## config.mk

```make
export PLATFORM = sky130hd
export DESIGN_NAME = dbmt_front
export DESIGN_NICKNAME = d
export VERILOG_FILES = /design/src/rtl/dbmt_pkg.sv /design/src/rtl/dbmt_front.sv
export SDC_FILE = /design/constraint.sdc
export NUM_CORES = 1
export LEC_CHECK = 0
export BUFFER_PORTS_ARGS = -buffer_cell sky130_fd_sc_hd__buf_2
export CORE_MARGIN = 5
export CORE_UTILIZATION = 49
export DETAILED_ROUTE_END_ITERATION = 8
export PLACE_DENSITY = 0.84
export SYNTH_ARGS = -nofsm -noshare
export SYNTH_HDL_FRONTEND = slang
export SYNTH_SLANG_ARGS = --single-unit
```

## constraint.sdc

```tcl
create_clock -name vclk -period 7.15
set_input_delay 1.43 -clock vclk [all_inputs]
set_output_delay 1.43 -clock vclk [all_outputs]
set_load 0.005 [all_outputs]
```

## src/rtl/dbmt_pkg.sv

```systemverilog
package dbmt_pkg;

   // field and register widths
   localparam int unsigned SECTOR_W     = 48;
   localparam int unsigned INDEX_W      = 12;
   localparam int unsigned ENTRY_W      = 32;
   localparam int unsigned SHIFT_W      = 5;
   localparam int unsigned COUNT_W      = 13;
   localparam int unsigned DOFF_W       = 32;
   localparam int unsigned OFFSET_W     = 63;
   localparam int unsigned CSR_INDEX_W  = 2;
   localparam int unsigned CSR_DATA_W   = 32;

   // sector size and derived widths
   localparam int unsigned SECTOR_BYTES = 512;
   localparam int unsigned SECTOR_SHIFT = $clog2(SECTOR_BYTES);
   localparam int unsigned BYTES_W      = SECTOR_W + SECTOR_SHIFT;
   localparam int unsigned WITHIN_W     = (1 << SHIFT_W) - 1;
   localparam int unsigned BASE_W       = DOFF_W + 1;

   // defaults
   localparam int unsigned MAP_DEPTH_DEF   = 4096;
   localparam int unsigned QUEUE_DEPTH_DEF = 2;

   // register reset values
   localparam logic [SHIFT_W-1:0] BLOCK_SHIFT_RST = SHIFT_W'(20);
   localparam logic [COUNT_W-1:0] BLOCK_COUNT_RST = '0;
   localparam logic [DOFF_W-1:0]  DATA_OFFSET_RST = '0;

   // reserved map entries
   localparam logic [ENTRY_W-1:0] ENTRY_UNALLOC = 32'hFFFF_FFFF;
   localparam logic [ENTRY_W-1:0] ENTRY_ZEROED  = 32'hFFFF_FFFE;

   typedef enum logic [0:0] {
      OP_LOAD      = 1'b0,
      OP_TRANSLATE = 1'b1
   } op_type;

   typedef enum logic [1:0] {
      STATUS_MAPPED  = 2'd0,
      STATUS_ZERO    = 2'd1,
      STATUS_BOUND   = 2'd2,
      STATUS_UNALLOC = 2'd3
   } status_type;

   typedef enum logic [CSR_INDEX_W-1:0] {
      CSR_BLOCK_SHIFT = 2'd0,
      CSR_BLOCK_COUNT = 2'd1,
      CSR_DATA_OFFSET = 2'd2
   } csr_index_type;

   typedef struct packed {
      op_type                req_type;
      logic [INDEX_W-1:0]    entry_index;
      logic [ENTRY_W-1:0]    entry_value;
      logic [SECTOR_W-1:0]   sector;
   } req_item_type;

   typedef struct packed {
      status_type            status;
      logic [OFFSET_W-1:0]   byte_offset;
   } rsp_item_type;

   typedef struct packed {
      logic [SHIFT_W-1:0]    block_shift;
      logic [COUNT_W-1:0]    block_count;
      logic [DOFF_W-1:0]     data_offset;
   } cfg_type;

endpackage

```

## src/rtl/dbmt_front.sv

```systemverilog
module dbmt_front #(
   parameter int unsigned MAP_DEPTH = dbmt_pkg::MAP_DEPTH_DEF,
   localparam int unsigned ADDR_W = (MAP_DEPTH > 1) ? $clog2(MAP_DEPTH) : 1,
   localparam int unsigned QW = 2 + ADDR_W + dbmt_pkg::ENTRY_W + dbmt_pkg::BASE_W
) (
   input  logic                   req_valid,
   output logic                   req_ready,
   input  dbmt_pkg::req_item_type req_data,
   input  dbmt_pkg::cfg_type      cfg,
   input  logic                   q_full,
   output logic                   q_push,
   output logic [QW-1:0]          q_entry
);

   typedef struct packed {
      logic                          is_load;
      logic                          acc_ok;
      logic [ADDR_W-1:0]             addr;
      logic [dbmt_pkg::ENTRY_W-1:0]  wdata;
      logic [dbmt_pkg::BASE_W-1:0]   base;
   } qent_type;

   localparam logic [dbmt_pkg::BYTES_W-1:0] ONE       = dbmt_pkg::BYTES_W'(1);
   localparam logic [dbmt_pkg::BYTES_W-1:0] DEPTH_LIM = dbmt_pkg::BYTES_W'(MAP_DEPTH);

   logic [dbmt_pkg::BYTES_W-1:0]  bytes;
   logic [dbmt_pkg::BYTES_W-1:0]  blk;
   logic [dbmt_pkg::BYTES_W-1:0]  mask;
   logic [dbmt_pkg::WITHIN_W-1:0] blk_off;
   logic                          blk_ok;
   logic                          idx_ok;
   qent_type                      ent;

   // byte address of the sector, block index and offset inside the block
   assign bytes   = {req_data.sector, dbmt_pkg::SECTOR_SHIFT'(0)};
   assign blk     = bytes >> cfg.block_shift;
   assign mask    = (ONE << cfg.block_shift) - ONE;
   assign blk_off = dbmt_pkg::WITHIN_W'(bytes & mask);

   // bounds checks for translates and loads
   assign blk_ok = (blk < dbmt_pkg::BYTES_W'(cfg.block_count)) && (blk < DEPTH_LIM);
   assign idx_ok = dbmt_pkg::BYTES_W'(req_data.entry_index) < DEPTH_LIM;

   // classify and build the queue entry
   always_comb begin
      ent = '0;
      if (req_data.req_type == dbmt_pkg::OP_LOAD) begin
         ent.is_load = 1'b1;
         ent.acc_ok  = idx_ok;
         ent.addr    = ADDR_W'(req_data.entry_index);
         ent.wdata   = req_data.entry_value;
      end else begin
         ent.is_load = 1'b0;
         ent.acc_ok  = blk_ok;
         ent.addr    = blk[ADDR_W-1:0];
         ent.base    = dbmt_pkg::BASE_W'(cfg.data_offset) + dbmt_pkg::BASE_W'(blk_off);
      end
   end

   assign q_entry   = ent;
   assign req_ready = !q_full;
   assign q_push    = req_valid && !q_full;

endmodule

```

* Yosys cells after proc, flatten, opt, wreduce, memory -nomap -nowiden
Index checks and enable logic that the tools add are counted.
** Cells by class
- Add/subtract/negate cells :: 2
- $lt $le $gt $ge :: 2
- Shift operators :: 2
- Muxes and demuxes :: 3
- Bitwise gates (word level) :: 1
- Reductions and logical operators :: 3
** Operator list (number)
- $lt 57x13->1 :: 1
- $lt 57x13->1 const B :: 1
- $shr 57x5->57 :: 1
- $add 32x31->33 :: 1
- $mux 33 :: 1
- $mux 32 :: 1
- $and 31x31->31 :: 1
- $shl 1x5->31 const A :: 1
- $sub 31x1->31 const B :: 1
- $mux 14 :: 1
- $logic_and 1x1->1 :: 2
- $logic_not 1->1 :: 1
** Word-level totals
- Register bits after elaboration :: 0
- Bits of input ports :: 145
- Output and inout bits :: 81
- Logic and storage cells :: 13

* Longest topological paths before layout
- Depth after elaboration :: 5
- Mapped depth :: 17
- Depth with buffers taken out :: 14

* Worst setup path before layout
No wires, ideal clock.
- Path type :: input to output
- Start :: input cfg[47] (netlist name)
- End :: output q_entry[29]
- Arrival :: 4.635 ns
- Required time :: 5.720 ns
- Path slack :: 1.085 ns
- Cell stages on the path :: 16
- Path buffers :: 3
- Cells stage by stage :: buf_6 -> buf_2 -> inv_2 -> clkbuf_1 -> nand2_1 -> a21oi_1 -> nor2b_1 -> ha_1 -> fa_1 -> a211oi_1 -> o21ai_0 -> a211oi_1 -> nor3_1 -> o31ai_1 -> xor2_1 -> nor2_1
** Between the ends
- Cells in the longest elaborated chain, start to end :: 5
** Ends and longest elaborated chain
- from (decl) :: line dbmt_front.sv:9 : input dbmt_pkg::cfg_type cfg,
- $shl 1x5->31 :: line dbmt_front.sv:37 : assign mask = (ONE << cfg.block_shift) - ONE;
- $sub 31x1->31 :: line dbmt_front.sv:37
- $and 31x31->31 :: line dbmt_front.sv:38 : assign blk_off = dbmt_pkg::WITHIN_W'(bytes & mask);
- $add 32x31->33 :: line dbmt_front.sv:56 : ent.base = dbmt_pkg::BASE_W'(cfg.data_offset) + dbmt_pkg::BASE_W'(blk_off);
- $mux 33 :: line dbmt_front.sv:47 : if (req_data.req_type == dbmt_pkg::OP_LOAD) begin
- to (decl) :: line dbmt_front.sv:12 : output logic [QW-1:0] q_entry
Every way passes these cells.

* Worst setup path in the final report
- Start :: input cfg[46] (netlist name)
- End :: output q_entry[30]
The elaborated chain is that of the path after synthesis.

==> summary.md <==
| Metric | Value |
|---|---|
| Final min period | `~6.6 ns` |
| Vias | `5,847` |
| Slew headroom | `~50%` |
| Port bufs | `226` |
| Syn_nets | `around 800` |
| Synth area leaders | `mux4_2 (18%), ha_1 (9.2%), mux2_2 (6.8%), nor2b_1 (6.2%), a21oi_1 (5.6%)` |
| Met2 Routed Length | `between 8 and 9 mm` |
| Hold depth | `3` |
| Startpoint types | `primary input` |
| Largest net degree at the start of global routing | `66` |
| Die Wd | `107 µm` |
| Total power | `421 µW` |
| Worst EP required | `5.72 ns` |
| Antenna violations before repair | `5` |
| Peak Freq | `0.152 GHz` |
| Share of the synthesized area in the top cell type | `17.6%` |
| Static leakage | `2.83 nW` |
| Post-Syn Area | `0.00462 mm²` |
| Hold_buf cts | `0` |
| Rows | `35` |
| Setup violators final | `0` |
| Max FO, Critical Path | `20` |
| Register area | `0 µm²` |
| Crit share post-route | `92.2%` |
| TritonRoute pass-1 iters | `6` |
| Starting DRC count in detailed routing | `between 700 and 800` |
| WL/cell | `18.9 µm` |
| DR top layer | `met4` |
| Hold crit path type | `primary input to output port` |
| Worst-margin pin slew | `0.752 ns` |
| Critical path endpoint category | `output port` |
| Initial core utilization | `50.2%` |
| Avg Synthesized Cell Area | `between 7 and 8 µm²` |
| Fin. Hold Viols | `0` |
| Final-stage net count | `1,000` |
| CP arrival | `5.16 ns` |
| Hold Path Origin | `q_full` |
| Vias in the first global route | `about 5,300` |
| Final ANT Viol Nets | `0` |
| Remaining DRCs | `0` |
| Layout cells sized above 1 | `between 30% and 40%` |
| CORE AREA | `0.00920 mm²` |
| Non-Filler Instances | `934` |
| Status | `completed` |
| Post-CTS sizing | `0` |
| Post-Place Cells | `just over 900` |
| Num ports | `226` |
| Overall Global Routing Usage | `29.1%` |
| Final TNS setup | `0 ns` |
| Sequential cell count | `0` |
| Clock buffer count in the final layout | `0` |
| Power Density | `72.8 mW/mm²` |
| DP Wirelength | `14.7 mm` |
| Critical path type | `primary input to output port` |
| Synth cell count leaders | `nor2_1 (60), nand2_1 (59), a21oi_1 (52)` |
| First-pass GRT wire length | `27.2 mm` |
| Post-Route M1 WL | `approximately 6.7 mm` |
| GPL Wtd Cong | `roughly 1.0` |
| Total grt overflow | `0` |
| Met3 Wirelength | `1.86 mm` |
| Synthesis-to-layout area growth | `25.4%` |
| Die ar. | `0.0115 mm²` |
| Area leader, netlist | `mux4_2` |
| Count leader, synth | `nor2_1` |
| Netlist cell types | `64` |
| VDD IR max | `0.0000446 V` |
| Final wirelength | `17.7 mm` |
| Setup Fix Bufs, Post-CTS | `0` |
| Syn Inst Count | `roughly 620` |
| Die H | `107 µm` |
| RSZ-0062 raised after global routing | `false` |
| Max-cap violation count | `0` |
| Seq/Total Area, Yosys | `0%` |
| Fill cells | `860` |
| Detailed-route vias per instance | `6.26` |
| Hold slack final | `3.09 ns` |
| Yosys warns | `0` |
| Worst Hold End | `req_ready` |
| Slew Limit Fails | `0` |
==> how the worst max path moves through the flow <==
| stage | slack (ns) | end | start | cells after the start |
|---|---|---|---|---|
| 2_1_floorplan | 1.09 | q_entry[29] | cfg[47] | 16 |
| 3_3_place_gp | 0.74 | q_entry[30] | cfg[46] | 14 |
| 3_5_place_dp | 0.62 | q_entry[30] | cfg[46] | 14 |
| 4_1_cts | 0.61 | q_entry[30] | cfg[46] | 14 |
| 5_1_grt | 0.27 | q_entry[30] | cfg[46] | 14 |
| 6_report | 0.56 | q_entry[30] | cfg[46] | 14 |
==> through the flow <==
step           setup WS [ns]  area [µm²]  utilization, %
4_1_cts                0.605        5780            62.8
3_3_place_gp           0.740        5780            62.8
5_1_grt                0.275        5790            63.0
3_5_place_dp           0.623        5780            62.8
2_1_floorplan           1.09        4620               -
6_report               0.560        5790            63.0
==> layer usage <==
metal	up-vias	track usage, %
li1	2768	-
met4	0	10.2
met5	-	0
met3	54	4.64
met1	2630	36.5
met2	395	50.2
==> layout by cell type, fill, tap and decap left out, types with 16 or more instances in the layout <==
cell      count
a211oi_1     17
a21oi_1      52
and2_1       20
buf_2       226
ha_1         34
inv_1        22
mux2_2       28
mux2i_1      19
mux4_2       36
nand2_1      59
nand3_1      16
nor2_1       60
nor2b_1      46
o21ai_0      25
==> logic make-up (layout without fill, tap and decap cells) <==
kind of cell / Yosys count / after routing / share of synthesized area [%]
compound gates: 174 / 174 / 25.3
mux: 86 / 86 / 29.4
buf+inv: 69 / 266 / 6.75
simple gates: 242 / 242 / 26.1
xor+xnor: 15 / 15 / 2.84
other cells: 0 / 5 / 0
fa+ha+maj: 35 / 35 / 9.65
==> final cells by class <==
class	instances	area (µm²)	share of cell area [%]
Antenna cell	5	12.5	0.216
Inverter	26	97.6	1.69
Multi-Input combinational cell	552	4310	74.4
Tap cell	111	139	2.40
Timing Repair Buffer	240	1240	21.3
==> power breakdown <==
part	internal [mW]	switching [mW]	leakage [nW]
Sequential	0	0	0
Clock	0.0000000941	0	0.0000317
Combinational	0.197	0.225	2.83
Total	0.197	0.225	2.83
==> critical path, cell delays in order <==
cell and delay, ns:
buf_2 0.39, buf_4 0.26, and2_1 0.26, o21ai_0 0.10, a21boi_0 0.38, ha_1 0.32
a211oi_1 0.31, nor4_1 0.12, o21ai_1 0.23, a21oi_1 0.15, o41ai_1 0.68, nor2_1 0.11
a211o_1 0.29, buf_2 0.13
No activity file was read; power rests on OpenSTA's default activity.
