`config.mk`:
```
export PLATFORM = sky130hd
export DESIGN_NAME = dbmt_queue
export DESIGN_NICKNAME = d
export VERILOG_FILES = /design/src/rtl/dbmt_pkg.sv /design/src/rtl/dbmt_queue.sv
export SDC_FILE = /design/constraint.sdc
export NUM_CORES = 1
export LEC_CHECK = 0
export BUFFER_PORTS_ARGS = -buffer_cell sky130_fd_sc_hd__clkbuf_2
export CORE_AREA = 2 2 39 41
export DETAILED_ROUTE_END_ITERATION = 6
export DIE_AREA = 0 0 41 43
export HOLD_SLACK_MARGIN = 0.08
export PLACE_DENSITY = 0.38
export SYNTH_ARGS = -nofsm -noshare
export SYNTH_HDL_FRONTEND = slang
export SYNTH_SLANG_ARGS = --single-unit
```
`constraint.sdc`:
```
create_clock -name clock -period 1.4 [get_ports clock]
set_clock_uncertainty 0.1 [all_clocks]
set_input_delay 0.35 -clock clock [delete_from_list [all_inputs] [get_ports clock]]
set_output_delay 0.35 -clock clock [all_outputs]
set_load 0.005 [all_outputs]
```
`src/rtl/dbmt_pkg.sv`:
```
package dbmt_pkg;

   // field and register widths
   localparam int unsigned SECTOR_W     = 48;
   localparam int unsigned INDEX_W      = 12;
   localparam int unsigned ENTRY_W      = 32;
   localparam int unsigned SHIFT_W      = 5;
   localparam int unsigned COUNT_W      = 13;
   localparam int unsigned DOFF_W       = 32;
   localparam int unsigned OFFSET_W     = 63;
   localparam int unsigned CSR_INDEX_W  = 2;
   localparam int unsigned CSR_DATA_W   = 32;

   // sector size and derived widths
   localparam int unsigned SECTOR_BYTES = 512;
   localparam int unsigned SECTOR_SHIFT = $clog2(SECTOR_BYTES);
   localparam int unsigned BYTES_W      = SECTOR_W + SECTOR_SHIFT;
   localparam int unsigned WITHIN_W     = (1 << SHIFT_W) - 1;
   localparam int unsigned BASE_W       = DOFF_W + 1;

   // defaults
   localparam int unsigned MAP_DEPTH_DEF   = 4096;
   localparam int unsigned QUEUE_DEPTH_DEF = 2;

   // register reset values
   localparam logic [SHIFT_W-1:0] BLOCK_SHIFT_RST = SHIFT_W'(20);
   localparam logic [COUNT_W-1:0] BLOCK_COUNT_RST = '0;
   localparam logic [DOFF_W-1:0]  DATA_OFFSET_RST = '0;

   // reserved map entries
   localparam logic [ENTRY_W-1:0] ENTRY_UNALLOC = 32'hFFFF_FFFF;
   localparam logic [ENTRY_W-1:0] ENTRY_ZEROED  = 32'hFFFF_FFFE;

   typedef enum logic [0:0] {
      OP_LOAD      = 1'b0,
      OP_TRANSLATE = 1'b1
   } op_type;

   typedef enum logic [1:0] {
      STATUS_MAPPED  = 2'd0,
      STATUS_ZERO    = 2'd1,
      STATUS_BOUND   = 2'd2,
      STATUS_UNALLOC = 2'd3
   } status_type;

   typedef enum logic [CSR_INDEX_W-1:0] {
      CSR_BLOCK_SHIFT = 2'd0,
      CSR_BLOCK_COUNT = 2'd1,
      CSR_DATA_OFFSET = 2'd2
   } csr_index_type;

   typedef struct packed {
      op_type                req_type;
      logic [INDEX_W-1:0]    entry_index;
      logic [ENTRY_W-1:0]    entry_value;
      logic [SECTOR_W-1:0]   sector;
   } req_item_type;

   typedef struct packed {
      status_type            status;
      logic [OFFSET_W-1:0]   byte_offset;
   } rsp_item_type;

   typedef struct packed {
      logic [SHIFT_W-1:0]    block_shift;
      logic [COUNT_W-1:0]    block_count;
      logic [DOFF_W-1:0]     data_offset;
   } cfg_type;

endpackage

```
`src/rtl/dbmt_queue.sv`:
```
module dbmt_queue #(
   parameter int unsigned WIDTH = 1,
   parameter int unsigned DEPTH = dbmt_pkg::QUEUE_DEPTH_DEF,
   localparam int unsigned PTR_W = (DEPTH > 1) ? $clog2(DEPTH) : 1,
   localparam int unsigned CNT_W = $clog2(DEPTH + 1)
) (
   input  logic             clock,
   input  logic             reset,
   input  logic             push,
   input  logic [WIDTH-1:0] push_data,
   input  logic             pop,
   output logic [WIDTH-1:0] head,
   output logic             empty,
   output logic             full
);

   localparam logic [PTR_W-1:0] LAST = PTR_W'(DEPTH - 1);

   logic [WIDTH-1:0] slot_ff [DEPTH];
   logic [PTR_W-1:0] wr_ptr_ff, wr_ptr_in;
   logic [PTR_W-1:0] rd_ptr_ff, rd_ptr_in;
   logic [CNT_W-1:0] cnt_ff, cnt_in;

   // pointer and fill count update
   always_comb begin
      wr_ptr_in = wr_ptr_ff;
      rd_ptr_in = rd_ptr_ff;
      cnt_in    = cnt_ff;
      if (push) begin
         wr_ptr_in = (wr_ptr_ff == LAST) ? '0 : wr_ptr_ff + PTR_W'(1);
      end
      if (pop) begin
         rd_ptr_in = (rd_ptr_ff == LAST) ? '0 : rd_ptr_ff + PTR_W'(1);
      end
      if (push && !pop) begin
         cnt_in = cnt_ff + CNT_W'(1);
      end else if (pop && !push) begin
         cnt_in = cnt_ff - CNT_W'(1);
      end
   end

   always_ff @(posedge clock) begin
      if (reset) begin
         wr_ptr_ff <= '0;
         rd_ptr_ff <= '0;
         cnt_ff    <= '0;
      end else begin
         wr_ptr_ff <= wr_ptr_in;
         rd_ptr_ff <= rd_ptr_in;
         cnt_ff    <= cnt_in;
      end
   end

   // entry storage
   always_ff @(posedge clock) begin
      if (push) begin
         slot_ff[wr_ptr_ff] <= push_data;
      end
   end

   assign head  = slot_ff[rd_ptr_ff];
   assign empty = (cnt_ff == '0);
   assign full  = (cnt_ff == CNT_W'(DEPTH));

endmodule

```
Word level (Yosys, flattened, before mapping)
Memories as Yosys holds them, arrays and structs flattened. A register that Yosys moved wholly into a read port is not among the register bits. Cells that the tools add are included. Widths: inputs -> output; s select.

Register bits after elaboration: 4. Bits in writable memories: 2. Bits of input ports: 5. Output and inout bits: 3. Logic and storage cells: 23. Memories kept: 1.

Add/sub/neg operators: 4. Equality and inequality tests: 1. Multiplexer cells: 8. Reductions and logical operators: 6.

Memory list: slot_ff (depth 2, bits a word 1, read ports 1, clocked after memory_dff 1, wr ports 1, RTL line dbmt_queue.sv:19) `logic [WIDTH-1:0] slot_ff [DEPTH];`.

Operators by type and width (number): $mux 1 (6); $mux 2 (2); $add 1x1->1 const B (2); $add 2x1->2 const B (1); $eq 2x2->1 const B (1); $logic_and 1x1->1 (2); $logic_not 1->1 (2); $logic_not 2->1 (1); $reduce_bool 2->1 (1); $sub 2x1->2 const B (1).

Logic depth before layout (Yosys ltp)
Depth in word-level cells: 4. Gate-level depth with buffers: 5. Depth with buffers taken out: 5.

Worst setup path before layout
Ideal clock, no wire load.

Kind: input-to-reg. From: input pop. To: register cnt_ff[1]. Library setup time: 70 ps. Data arrival time: 1124 ps. Required time: 1230 ps. Path slack: 106 ps. Stages: 4. Path buffers: 0. Cell sequence: inv_1 ha_1 or3_1 a21oi_1.

Cells in the longest elaborated chain, start to end: 3. Elaborated cells on any way between the ends: 5. Those cells by class: 1 x mux; 4 x reduce/logical.

Ends and longest elaborated chain: start: declaration (RTL line dbmt_queue.sv:11) `input logic pop,`; $logic_not 1->1 (RTL line dbmt_queue.sv:35) `if (push && !pop) begin`; $logic_and 1x1->1 (RTL line dbmt_queue.sv:35); $mux 2 or $reduce_bool 2->1 (tied branches); end signal: assignment (RTL line dbmt_queue.sv:50) `cnt_ff <= cnt_in;`; end: declaration (RTL line dbmt_queue.sv:22) `logic [CNT_W-1:0] cnt_ff, cnt_in;`.

Several ways; a longest one is shown, not always the timed one. A chain may end at the register's enable or synchronous reset.

==> flow_metrics.py <==
metrics = {
    "finish": {
        "postLayoutCoreUtil_pct": 27.8,
        "fin_nets": 45,
        "layout-drive-gt1-share_pct": 42.1,
        "antenna_cells": 0,
        "syn2layout_area_growth_pct": 37.7,
    },
    "job": {
        "timing.max_cap.violations": 0,
    },
    "synth": {
        "synthCells": 25,
        "mappedNetlistArea_sq_um": 279,
        "syn_nets": 31,
        "yosysWarningCount": 0,
        "post_synth_num_cell_types": 14,
        "ys_ff_latch": 7,
        "synthesis.area_per_instance_sq_um": 11.2,
        "synth-seq-area-share_pct": 57.4,
    },
    "worst_hold_path": {
        "hold_path_startpoint": "push_data",
        "worstHoldPathType": "in2reg",
        "whs_path_depth": 1,
        "endpoint_of_the_worst_hold_timing_path": "slot_ff[0]",
    },
    "drt": {
        "vias": 207,
        "drtPass1Iterations": 2,
        "avgViaCountPerCell": 3.83,
        "ant_nets": 0,
        "route.final.wire_length_um": 419,
        "wl_per_cell_um": 7.76,
        "drt_iter0_drc": 2,
        "remaining_drc_errors": 0,
    },
    "floorplanning": {
        "die_width_um": 41,
        "floorplan.die.height_um": 43,
        "design.die.area_sq_um": 1760,
        "floorplan.initialDensity_pct": 20.2,
        "pin_count": 8,
        "num_rows": 14,
        "core_area_sq_um": 1380,
    },
    "grt": {
        "grt_antenna_before_repair": 0,
        "grt_pass1_wl_um": 765,
        "globalRoute.totalOverflow": 0,
        "grt_start_max_net_pins": 6,
        "grt_usage_pct": 7.05,
        "first_global_vias": 203,
    },
    "power_and_ir_drop": {
        "total_leakage_power_uw": 0.000175,
        "post-layout-total-power_uw": 504,
        "p_per_area_nw_per_um2": 1310,
        "ir_worst_vdd_v": 0.000367,
    },
    "sta": {
        "relSlewSlack_pct": 88.5,
        "fmax_ghz": 0.707,
        "report.final.setup_viol": 1,
        "layout_worst_path_cycle_share_pct": 101,
        "finalCriticalPeriod_ns": 1.41,
        "rsz_0062_raised_after_global_routing": "true",
        "setup_slack_of_the_critical_path_after_layout_ns": -0.0139,
        "finalHoldViolations": 0,
        "worst-slew-pin-transition_ns": 0.171,
        "timing_max_transition_violations_final": 0,
        "setup_total_negative_slack_ns": -0.0139,
    },
    "clocking": {
        "post-cts-setup-buffer-count": 0,
        "clock_tree_from_tritoncts": "built",
        "insertion_delay_ns": 0.24,
        "cts_max_path_buffers": 2,
        "clk_pin_slew_ns": 0.05,
        "htreeDepth": 1,
        "cts_num_sinks": 7,
        "cts_buffers": 3,
        "cell_at_the_root_of_the_clock_tree": "sky130_fd_sc_hd__clkbuf_4",
    },
    "outcome": {
        "violations": "negative setup slack",
        "outcome": "finished with violations",
    },
    "setup_path": {
        "reg2reg_slack_ns": 0.26,
        "category_of_the_critical_setup_timing_path": "reg2out",
        "reg2reg_to": "cnt_ff[1]",
        "cp_data_arrival_time_ns": 0.96,
        "crit_path_start_kind": "flip-flop",
        "cp_data_required_time_ns": 0.95,
        "worst-path-max-fanout": 1,
        "worst_r2r_path_depth": 3,
        "critical_path.endpoint_type": "primary output",
        "r2r-start": "cnt_ff[0]",
    },
    "place": {
        "port_buffers": 7,
        "place_congestion": 0.700,
        "pre_cts_setup_slack_ns": -0.0638,
    },
}
==> placed cells by master, fill, tap and decap left out, drive strengths merged <==
| cell | synthesis | routed |
|---|---|---|
| a21oi | 1 | 1 |
| buf | 0 | 2 |
| and2b | 1 | 1 |
| or3 | 1 | 1 |
| nor2b | 1 | 1 |
| and2 | 1 | 1 |
| inv | 1 | 1 |
| edfxtp | 2 | 2 |
| dfxtp | 5 | 5 |
| o21ai | 1 | 1 |
| xnor2 | 2 | 2 |
| clkbuf | 0 | 11 |
| xor2 | 2 | 2 |
| mux2 | 1 | 1 |
| ha | 1 | 1 |
| nor2 | 5 | 5 |
==> per-stage QoR <==
| step | hold WS, ns | std cells | area (sq um) |
|---|---|---|---|
| 2_1_floorplan | 0.319 | 25 | 279 |
| 3_3_place_gp | 0.380 | 50 | 349 |
| 3_5_place_dp | 0.406 | 50 | 349 |
| 4_1_cts | 0.187 | 54 | 382 |
| 5_1_grt | 0.180 | 54 | 384 |
| 6_report | 0.197 | 54 | 384 |
==> worst max-delay path, stage by stage (launching register included) <==
cell and delay, ns:
sky130_fd_sc_hd__edfxtp_1 0.35, sky130_fd_sc_hd__mux2_4 0.27, sky130_fd_sc_hd__clkbuf_2 0.11
==> layer usage <==
metal  global-route usage, %  up-vias  wire length (um)
li1                        -      109                 -
met1                    7.14       93               172
met2                    9.38        3               216
met3                    4.71        2                22
met4                    6.00        0                 6
met5                       0        -                 0
==> kinds of logic after synthesis <==
kind of cell	after synthesis	synth area share, %
compound gates	2	3.58
xor+xnor	4	12.6
fa+ha+maj	1	4.48
buf+inv	1	1.34
flops	7	57.4
mux	1	4.04
simple gates	9	16.6
==> timing repair <==
item / CTS / global route
resized for setup: 3 / 1
hold buffers: 0 / 0
setup endpoints to repair: 2 / 2
gates cloned: 0 / 0
==> worst max path at each step <==
stage / end / slack, ns / depth (start not counted) / startpoint
after global routing: head / -0.07 / 2 / slot_ff[1]
final: head / -0.01 / 2 / slot_ff[0]
after CTS: head / -0.03 / 2 / slot_ff[1]
after global placement: cnt_ff[1] / -0.01 / 5 / pop
after detailed placement: cnt_ff[1] / -0.06 / 5 / pop
after floorplan: cnt_ff[1] / 0.11 / 4 / pop
==> report_power, final <==
part / internal (uW) / leakage (uW) / total (uW) / switching (uW)
Sequential: 233 / 0.0000612 / 248 / 15.0
Clock: 108 / 0.0000150 / 175 / 67.0
Combinational: 47.7 / 0.0000990 / 80.9 / 33.2
Total: 389 / 0.000175 / 504 / 115
==> cell type report <==
type | instances | area (sq um)
Timing Repair Buffer | 9 | 50.0
Tap cell | 16 | 20.0
Clock buffer | 4 | 26.3
Multi-Input combinational cell | 17 | 119
Sequential cell | 7 | 165
Inverter | 1 | 3.75
Fill cell | 156 | 1000
==> synth_stat cells, drive strengths merged <==
cell	count	share of area, %
dfxtp	5	36
nor2	5	6.7
edfxtp	2	22
xnor2	2	6.3
xor2	2	6.3
a21oi	1	1.8
and2	1	2.2
and2b	1	3.1
ha	1	4.5
inv	1	1.3
mux2	1	4.0
nor2b	1	2.2
o21ai	1	1.8
or3	1	2.2
No activity file was read; power rests on OpenSTA's default activity.
